[src/hw/rtl/hpid_pkg.sv]
// Package for the heading PID regulator: field widths, register indexes,
// reset values and the struct types passed between the submodules.
// No dependencies.
`default_nettype none

package hpid_pkg;

    // Field and register widths.
    localparam int AngleW = 16;
    localparam int GainW  = 24;
    localparam int BoundW = 15;
    localparam int RateW  = 16;
    localparam int SumW   = 32;
    localparam int CfgAddrW = 3;
    localparam int CfgDataW = GainW;

    // Widths of the intermediate terms and products.
    localparam int IntegW = SumW + 1;            // error plus running sum
    localparam int DiffW  = AngleW + 1;          // error minus last error
    localparam int PropPW = GainW + 1 + AngleW;  // products with a zero-extended gain
    localparam int IntegPW = GainW + 1 + IntegW;
    localparam int DiffPW = GainW + 1 + DiffW;
    localparam int AccW   = IntegPW + 1;         // sum of the three products
    localparam int FracSh = 16;                  // drive scaling shift
    localparam int FullW  = AccW - FracSh;       // drive after the shift

    // Configuration register indexes.
    localparam logic [CfgAddrW-1:0] RegTarget    = 3'd0;
    localparam logic [CfgAddrW-1:0] RegGainProp  = 3'd1;
    localparam logic [CfgAddrW-1:0] RegGainInteg = 3'd2;
    localparam logic [CfgAddrW-1:0] RegGainDeriv = 3'd3;
    localparam logic [CfgAddrW-1:0] RegMaxRate   = 3'd4;

    // Configuration reset values.
    localparam logic [AngleW-1:0] TargetRst    = 16'd0;
    localparam logic [GainW-1:0]  GainPropRst  = 24'd257359;
    localparam logic [GainW-1:0]  GainIntegRst = 24'd26;
    localparam logic [GainW-1:0]  GainDerivRst = 24'd25736;
    localparam logic [BoundW-1:0] MaxRateRst   = 15'd9324;

    // Error terms handed from the error stage to the drive logic.
    typedef struct packed {
        logic signed [AngleW-1:0] err;
        logic signed [IntegW-1:0] integ;
        logic signed [DiffW-1:0]  diff;
    } t_err_terms;

    // Clamped drive handed to the result register.
    typedef struct packed {
        logic signed [RateW-1:0] rate;
        logic                    clamped;
    } t_drive;

    // Gains and bound used by the drive logic.
    typedef struct packed {
        logic [GainW-1:0]  gain_prop;
        logic [GainW-1:0]  gain_integ;
        logic [GainW-1:0]  gain_deriv;
        logic [BoundW-1:0] max_rate;
    } t_gains;

endpackage

`default_nettype wire

[src/hw/rtl/heading_pid_regulator.sv]
// Heading PID regulator, top level: configuration registers, input register,
// result register and the valid/ready control between them.
// A transaction passes the input register, then the result register.
// Throughput: one transaction per cycle while i_ready is high, set by the
// single compute stage between the input register and the result register.
// Reset clears both stages, the last error and the error sum, and loads the
// default target, gains and rate bound.
`default_nettype none

module heading_pid_regulator
    import hpid_pkg::*;
(
    input  wire logic                i_clk,
    input  wire logic                i_rst_n,
    // Configuration write port.
    input  wire logic                i_cfg_we,
    input  wire logic [CfgAddrW-1:0] i_cfg_addr,
    input  wire logic [CfgDataW-1:0] i_cfg_wdata,
    // Input channel.
    input  wire logic                i_valid,
    output logic                     o_ready,
    input  wire logic [AngleW-1:0]   i_heading,
    // Result channel.
    output logic                     o_valid,
    input  wire logic                i_ready,
    output logic signed [RateW-1:0]  o_angular_rate,
    output logic                     o_clamped
);

    logic [AngleW-1:0] r_target;
    t_gains            r_gains;
    logic              r_in_valid;
    logic [AngleW-1:0] r_heading;
    logic              r_out_valid;
    t_drive            r_result;
    logic              out_free;
    logic              advance;
    t_err_terms        terms;
    t_drive            drive;

    // Configuration register writes; unknown indexes are ignored.
    always_ff @(posedge i_clk) begin
        if (!i_rst_n) begin
            r_target           <= TargetRst;
            r_gains.gain_prop  <= GainPropRst;
            r_gains.gain_integ <= GainIntegRst;
            r_gains.gain_deriv <= GainDerivRst;
            r_gains.max_rate   <= MaxRateRst;
        end else if (i_cfg_we) begin
            case (i_cfg_addr)
                RegTarget:    r_target           <= i_cfg_wdata[AngleW-1:0];
                RegGainProp:  r_gains.gain_prop  <= i_cfg_wdata[GainW-1:0];
                RegGainInteg: r_gains.gain_integ <= i_cfg_wdata[GainW-1:0];
                RegGainDeriv: r_gains.gain_deriv <= i_cfg_wdata[GainW-1:0];
                RegMaxRate:   r_gains.max_rate   <= i_cfg_wdata[BoundW-1:0];
                default: ;
            endcase
        end
    end

    // Handshake: the input stage moves on whenever the result register is free.
    assign out_free = !r_out_valid || i_ready;
    assign advance  = r_in_valid && out_free;
    assign o_ready  = !r_in_valid || out_free;

    // Input register.
    always_ff @(posedge i_clk) begin
        if (!i_rst_n) begin
            r_in_valid <= 1'b0;
        end else if (o_ready) begin
            r_in_valid <= i_valid;
        end
    end

    always_ff @(posedge i_clk) begin
        if (o_ready && i_valid) begin
            r_heading <= i_heading;
        end
    end

    hpid_error u_error (
        .i_clk     (i_clk),
        .i_rst_n   (i_rst_n),
        .i_target  (r_target),
        .i_heading (r_heading),
        .i_update  (advance),
        .o_terms   (terms)
    );

    hpid_drive u_drive (
        .i_terms (terms),
        .i_gains (r_gains),
        .o_drive (drive)
    );

    // Result register.
    always_ff @(posedge i_clk) begin
        if (!i_rst_n) begin
            r_out_valid <= 1'b0;
        end else if (out_free) begin
            r_out_valid <= r_in_valid;
        end
    end

    always_ff @(posedge i_clk) begin
        if (advance) begin
            r_result <= drive;
        end
    end

    assign o_valid        = r_out_valid;
    assign o_angular_rate = r_result.rate;
    assign o_clamped      = r_result.clamped;

endmodule

`default_nettype wire

[src/hw/rtl/hpid_error.sv]
// Heading error stage: wraps target minus heading to a signed angle, forms
// the integral and derivative terms and holds the last error and error sum.
// Depends on hpid_pkg.
`default_nettype none

module hpid_error
    import hpid_pkg::*;
(
    input  wire logic              i_clk,
    input  wire logic              i_rst_n,
    input  wire logic [AngleW-1:0] i_target,
    input  wire logic [AngleW-1:0] i_heading,
    input  wire logic              i_update,
    output t_err_terms             o_terms
);

    function automatic logic sum_ext_sign(input logic signed [SumW-1:0] val);
        return val[SumW-1];
    endfunction

    logic signed [AngleW-1:0] r_last_error;
    logic signed [AngleW-1:0] n_last_error;
    logic signed [SumW-1:0]   r_error_sum;
    logic signed [SumW-1:0]   n_error_sum;
    logic signed [AngleW-1:0] err;
    logic signed [IntegW-1:0] sum_ext;

    // The modulo 2^16 difference is already the wrapped signed angle.
    assign err = $signed(i_target - i_heading);

    // Integral and derivative terms at full width.
    assign sum_ext = {sum_ext_sign(r_error_sum), r_error_sum};
    assign o_terms.err   = err;
    assign o_terms.integ = sum_ext + IntegW'(err);
    assign o_terms.diff  = DiffW'(err) - DiffW'(r_last_error);

    // The running sum saturates at the 32-bit signed limits.
    always_comb begin
        n_last_error = err;
        if (o_terms.integ[IntegW-1] != o_terms.integ[IntegW-2]) begin
            n_error_sum = o_terms.integ[IntegW-1] ? {1'b1, {(SumW-1){1'b0}}}
                                                   : {1'b0, {(SumW-1){1'b1}}};
        end else begin
            n_error_sum = o_terms.integ[SumW-1:0];
        end
    end

    // State advances once for each transaction that reaches the result register.
    always_ff @(posedge i_clk) begin
        if (!i_rst_n) begin
            r_last_error <= '0;
            r_error_sum  <= '0;
        end else if (i_update) begin
            r_last_error <= n_last_error;
            r_error_sum  <= n_error_sum;
        end
    end

endmodule

`default_nettype wire

[src/hw/rtl/hpid_drive.sv]
// Drive computation: three gain products, negation, floor shift by 16 and
// the symmetric clamp to the rate bound.
// Depends on hpid_pkg.
`default_nettype none

module hpid_drive
    import hpid_pkg::*;
(
    input  wire t_err_terms i_terms,
    input  wire t_gains     i_gains,
    output t_drive          o_drive
);

    logic signed [PropPW-1:0]  p_prop;
    logic signed [IntegPW-1:0] p_integ;
    logic signed [DiffPW-1:0]  p_deriv;
    logic signed [AccW-1:0]    acc;
    logic signed [AccW-1:0]    neg_acc;
    logic signed [FullW-1:0]   rate_full;
    logic signed [FullW-1:0]   bound;

    // Gains are unsigned, so they enter the products with a zero sign bit.
    assign p_prop  = $signed({1'b0, i_gains.gain_prop})  * $signed(i_terms.err);
    assign p_integ = $signed({1'b0, i_gains.gain_integ}) * $signed(i_terms.integ);
    assign p_deriv = $signed({1'b0, i_gains.gain_deriv}) * $signed(i_terms.diff);

    assign acc = AccW'(p_prop) + AccW'(p_integ) + AccW'(p_deriv);

    // Negated drive; the upper bits are the floor of the shift by 16.
    assign neg_acc   = -acc;
    assign rate_full = neg_acc[AccW-1:FracSh];
    assign bound     = $signed(FullW'(i_gains.max_rate));

    // Clamp to plus or minus the bound; a drive equal to it passes.
    always_comb begin
        if (rate_full > bound) begin
            o_drive.rate    = $signed(RateW'(i_gains.max_rate));
            o_drive.clamped = 1'b1;
        end else if (rate_full < -bound) begin
            o_drive.rate    = -$signed(RateW'(i_gains.max_rate));
            o_drive.clamped = 1'b1;
        end else begin
            o_drive.rate    = rate_full[RateW-1:0];
            o_drive.clamped = 1'b0;
        end
    end

endmodule

`default_nettype wire
[config.mk]
export PLATFORM = sky130hd
export DESIGN_NAME = heading_pid_regulator
export DESIGN_NICKNAME = d
export VERILOG_FILES = /design/src/hw/rtl/hpid_pkg.sv /design/src/hw/rtl/heading_pid_regulator.sv /design/src/hw/rtl/hpid_error.sv /design/src/hw/rtl/hpid_drive.sv
export SDC_FILE = /design/constraint.sdc
export NUM_CORES = 2
export LEC_CHECK = 0
export BUFFER_PORTS_ARGS = -buffer_cell sky130_fd_sc_hd__buf_2
export CAP_MARGIN = 20
export CELL_PAD_IN_SITES_DETAIL_PLACEMENT = 0
export CELL_PAD_IN_SITES_GLOBAL_PLACEMENT = 1
export CORE_MARGIN = 2
export CORE_UTILIZATION = 30
export DETAILED_ROUTE_END_ITERATION = 6
export HOLD_SLACK_MARGIN = 0.12
export MAX_ROUTING_LAYER = met4
export PLACE_DENSITY = 0.49
export SLEW_MARGIN = 10
export SYNTH_ARGS = -nofsm -noshare
export SYNTH_HDL_FRONTEND = slang
export SYNTH_SLANG_ARGS = --single-unit
[constraint.sdc]
create_clock -name i_clk -period 46.3 [get_ports i_clk]
set_clock_uncertainty 0.15 [all_clocks]
set_input_delay 9.26 -clock i_clk [delete_from_list [all_inputs] [get_ports i_clk]]
set_output_delay 9.26 -clock i_clk [all_outputs]
set_load 0.03 [all_outputs]
# --- Word level (Yosys, flattened, before mapping) ---
# Index checks and enable logic that the tools add are counted.
classes:
  n_mul: 3
  reduce_logical: 12
  mux: 4
  add_sub_neg: 8
  n_lt_le_gt_ge: 2
  eq_ne: 5
op_table:
  columns: ["operator", "count"]
  rows:
  - ["$mux 32", 2]
  - ["$add 41x58->59", 1]
  - ["$add 59x42->59", 1]
  - ["$neg 59->59", 1]
  - ["$mul 25x33->58", 1]
  - ["$gt 43x16->1", 1]
  - ["$lt 43x43->1", 1]
  - ["$neg 15->43", 1]
  - ["$mul 25x17->42", 1]
  - ["$mul 25x16->41", 1]
  - ["$add 32x16->33", 1]
  - ["$mux 17", 1]
  - ["$sub 16x16->17", 1]
  - ["$mux 16", 1]
  - ["$neg 15->16", 1]
  - ["$sub 16x16->16", 1]
  - ["$reduce_and 2->1", 5]
  - ["$eq 3x2->1 const B", 2]
  - ["$eq 3x1->1 const B", 1]
  - ["$eq 3x3->1 const B", 1]
  - ["$logic_not 3->1", 1]
  - ["$logic_and 1x1->1", 2]
  - ["$logic_not 1->1", 2]
  - ["$logic_or 1x1->1", 2]
  - ["$ne 1x1->1", 1]
word_totals:
  reg_bits: 186
  output_inout_bits: 19
  wordCells: 47
  input_bits: 48

# --- Logic depth before layout (Yosys ltp) ---
depth:
  word_depth: 9
  ltp_mapped: 68
  ltp_nobuf: 64

# --- Cells and area by module ---
# Synthesis repeated with hierarchy kept, for this count alone.
unflattened:
  hier_cells: 7735
  hier_area_um2: 70113.5
by_module_without_submodules:
  columns: ["module", "n_inst", "cells_per_inst", "area_per_inst_um2", "seq_area_each_um2"]
  rows:
  - ["hpid_drive", 1, 6628, 59702.3, 0.0]
  - ["hpid_error", 1, 681, 5401.4, 960.9]
  - ["heading_pid_regulator", 1, 426, 5009.8, 3093.0]

# --- Worst setup path after synthesis ---
# Ideal clock, no wire load.
synth_timing:
  path_kind: "input port to output port"
  startpoint: "input port i_ready"
  endpoint: "output port o_ready"
  arrival_time_ns: 9.664
  slack_ns: 27.226
  path_stages: 2
  n_path_buf: 0
  t_required_ns: 36.890
  cell_sequence: "nor2b_1 > nand2_1"
synth_between:
  elab_chain_len: 2
synth_lines:
  columns: ["item", "line_no", "source"]
  rows:
  - ["start, declared", "heading_pid_regulator.sv:25", "input wire logic i_ready,"]
  - ["$logic_or 1x1->1", "heading_pid_regulator.sv:62", "assign out_free = !r_out_valid || i_ready;"]
  - ["$logic_or 1x1->1", "heading_pid_regulator.sv:64", "assign o_ready = !r_in_valid || out_free;"]
  - ["end, declared", "heading_pid_regulator.sv:21", "output logic o_ready,"]
# Every way passes these cells.

# --- Worst setup path in the final report ---
# Same ends and word-level chain as after synthesis.

==> impl_results.md <==
- Seq cells post-synth: 186
- Max-slew violations: 0
- Clock sink total: 186
- H-tree levels: 4
- Post-cts hold buffer count: 0
- Most common cell in the netlist: inv_1
- Final period utilization: 41.7%
- Max cap viols: 0
- Vias in the first global route: 53584
- First-pass DRT Iterations: 5
- Syn Area/Cell: 9.02 sq um
- CP Data Required Time: 36.89 ns
- Layout cells sized above 1: 4.26%
- Worst Path Arrival: 9.88 ns
- Total number of vias: 48706
- Cell Area, Synth: 0.0686 sq mm
- Most frequent cells after synthesis: 1920 x inv_1, 1657 x fa_1, 943 x nand2_1
- Final WL: 224 mm
- Die area: 0.233 sq mm
- Syn_nets: 9838
- Post-synth top flop: dfxtp_1
- Die H: 482 um
- Vias per cell: 4.64
- Core box area: 0.227 sq mm
- Async SR Flop Fraction: 0%
- Top cell type's share of synthesized area: 48.3%
- Rows: 175
- Worst slew pin tran: 1.19 ns
- First-pass GRT wire length: 348 mm
- Post-CTS Setup Inserts: 0
- # IOs: 67
- CTS tree: done
- Cts bufs inserted: 17
- Unrepaired setup endpoints after global routing: no
- Post-CTS Resized: 0
- CTS Buffer Depth: 2
- Final nets: 9684
- Yosys warning count: 0
- Clk Latency, worst-skew pair: 0.53 ns
- Sequential area share after synthesis: 5.91%
- Final setup viols: 0
- DRC: 0
- Area leader, netlist: fa_1
- Area delta synth->final: 7.08%
- Clock transition at path regs: 0.08 ns
- Drt initial violations: 2456
- Placer Congestion: 0.862
- WL/cell: 21.4 um
- Die W: 482 um
- Worst setup EP type: output port
- Setup tns final: 0 ns
- IO Port Bufs: 66
- Critical path startpoint category: input port
- Clock root buffer: clkbuf_16
- Hold Crit Class: reg2reg
- Post-synthesis cell count: 7613
- Synth unique cells: 85
- Final hold viol count: 0
- Initial antenna violation count: 17
- Post-synth EDFFs: 33
- Fmax: 51.8 MHz
- Max-slew headroom: 20.6%
- Status: complete, no violations
- Antenna Violating Nets Remaining: 0
- Area contributors post-synth: fa_1 48%, inv_1 10%, ha_1 9.5%, and2_1 7.8%, nand2_1 5.2%
- HPWL Detailed: 190 mm
- Grt total ovfl: 0
- Pin count of the biggest net entering global routing: 83
- Crit path time final: 19.29 ns
- GRT Util Overall: 20.7%
- Worst Path Max Fanout: 4
- Initial Utilization: 30.2%
- Kind of critical path: in2out
==> layout make-up <==
class / count / area [sq um]
multi-input combinational: 5157 / 56600
clock buffer: 17 / 425
tap: 3009 / 3760
clock inverter: 15 / 218
antenna: 6 / 15.0
inverter: 1920 / 7210
timing repair buffer: 177 / 1170
sequential: 186 / 4060
fill: 23902 / 154000
==> metal layers <==
layer | up-vias | track usage, % | wire length [um]
li1 | 21951 | - | -
met1 | 25847 | 30.4 | 112000
met2 | 790 | 31.6 | 101000
met3 | 118 | 1.84 | 8500
met4 | 0 | 2.84 | 2630
met5 | - | - | 0
==> sequential cells by signal, indices dropped and copies added, names as in the netlist <==
| register | count |
|---|---|
| r_in_valid | 1 |
| r_heading | 16 |
| o_angular_rate | 16 |
| r_gains | 87 |
| u_error.r_last_error | 16 |
| r_target | 16 |
| u_error.r_error_sum | 32 |
| o_valid | 1 |
| o_clamped | 1 |
==> worst paths after layout <==
kind                                                from                            to  slack, ns  depth (start not counted)
worst min-delay path            r_gains[58]$_SDFFE_PN0P_      r_gains[58]$_SDFFE_PN0P_       0.32                          2
worst max register to register  r_target[0]$_SDFFE_PN0P_  o_angular_rate[10]$_DFFE_PP_      28.62                         61
worst min register to register  r_gains[58]$_SDFFE_PN0P_      r_gains[58]$_SDFFE_PN0P_       0.32                          2
worst max-delay path                             i_ready                       o_ready      27.01                          4
==> critical path, stage by stage <==
cell and delay [ns]:
buf_2 0.10, nor2b_1 0.22, nand2_1 0.12, buf_2 0.19
==> cells by family after synthesis <==
group / Yosys count / synth area share, %
AO/OA/AOI/OAI: 599 / 5.60
XOR/XNOR: 95 / 1.23
adder cells (fa/ha/maj): 2178 / 57.8
buffers and inverters: 2270 / 12.5
flip-flops: 186 / 5.91
multiplexers: 27 / 0.401
AND/OR/NAND/NOR: 2258 / 16.6
==> per-stage QoR <==
stage          util (%)  instances  setup WS (ns)  instance area (sq um)  hold slack [ns]
2_1_floorplan         -       7613          27.23                  68600            0.293
3_3_place_gp       32.0      10448          26.98                  72800            0.303
3_5_place_dp       32.0      10449          27.03                  72800            0.306
4_1_cts            32.3      10481          27.02                  73500            0.320
5_1_grt            32.3      10483          26.96                  73500            0.343
6_report           32.3      10487          27.01                  73500            0.319
==> cell usage in the layout (no fill, tap or decap), types with 8 or more instances in the layout <==
master,instances
nand3_1,63
nor2b_1,72
inv_1,1918
nand2b_1,34
xnor2_1,37
o21a_1,13
and3_1,25
nand4_1,27
xor2_1,13
buf_4,112
mux2i_1,23
a21oi_1,168
a21o_1,41
a211oi_1,11
clkbuf_16,17
buf_2,65
a31oi_1,9
a21boi_0,96
or2_2,23
nor3_1,40
and2_1,852
o21bai_1,17
fa_1,1657
nor4_1,11
xnor2_2,19
o211ai_1,15
dfxtp_1,149
xor2_2,8
edfxtp_1,33
xnor2_4,13
nand2_1,943
nor2_1,123
or3_1,12
ha_1,520
o21ai_0,143
Power is not shown: default switching activity piles up to over one toggle a cycle in this logic, so the estimate is an artifact.
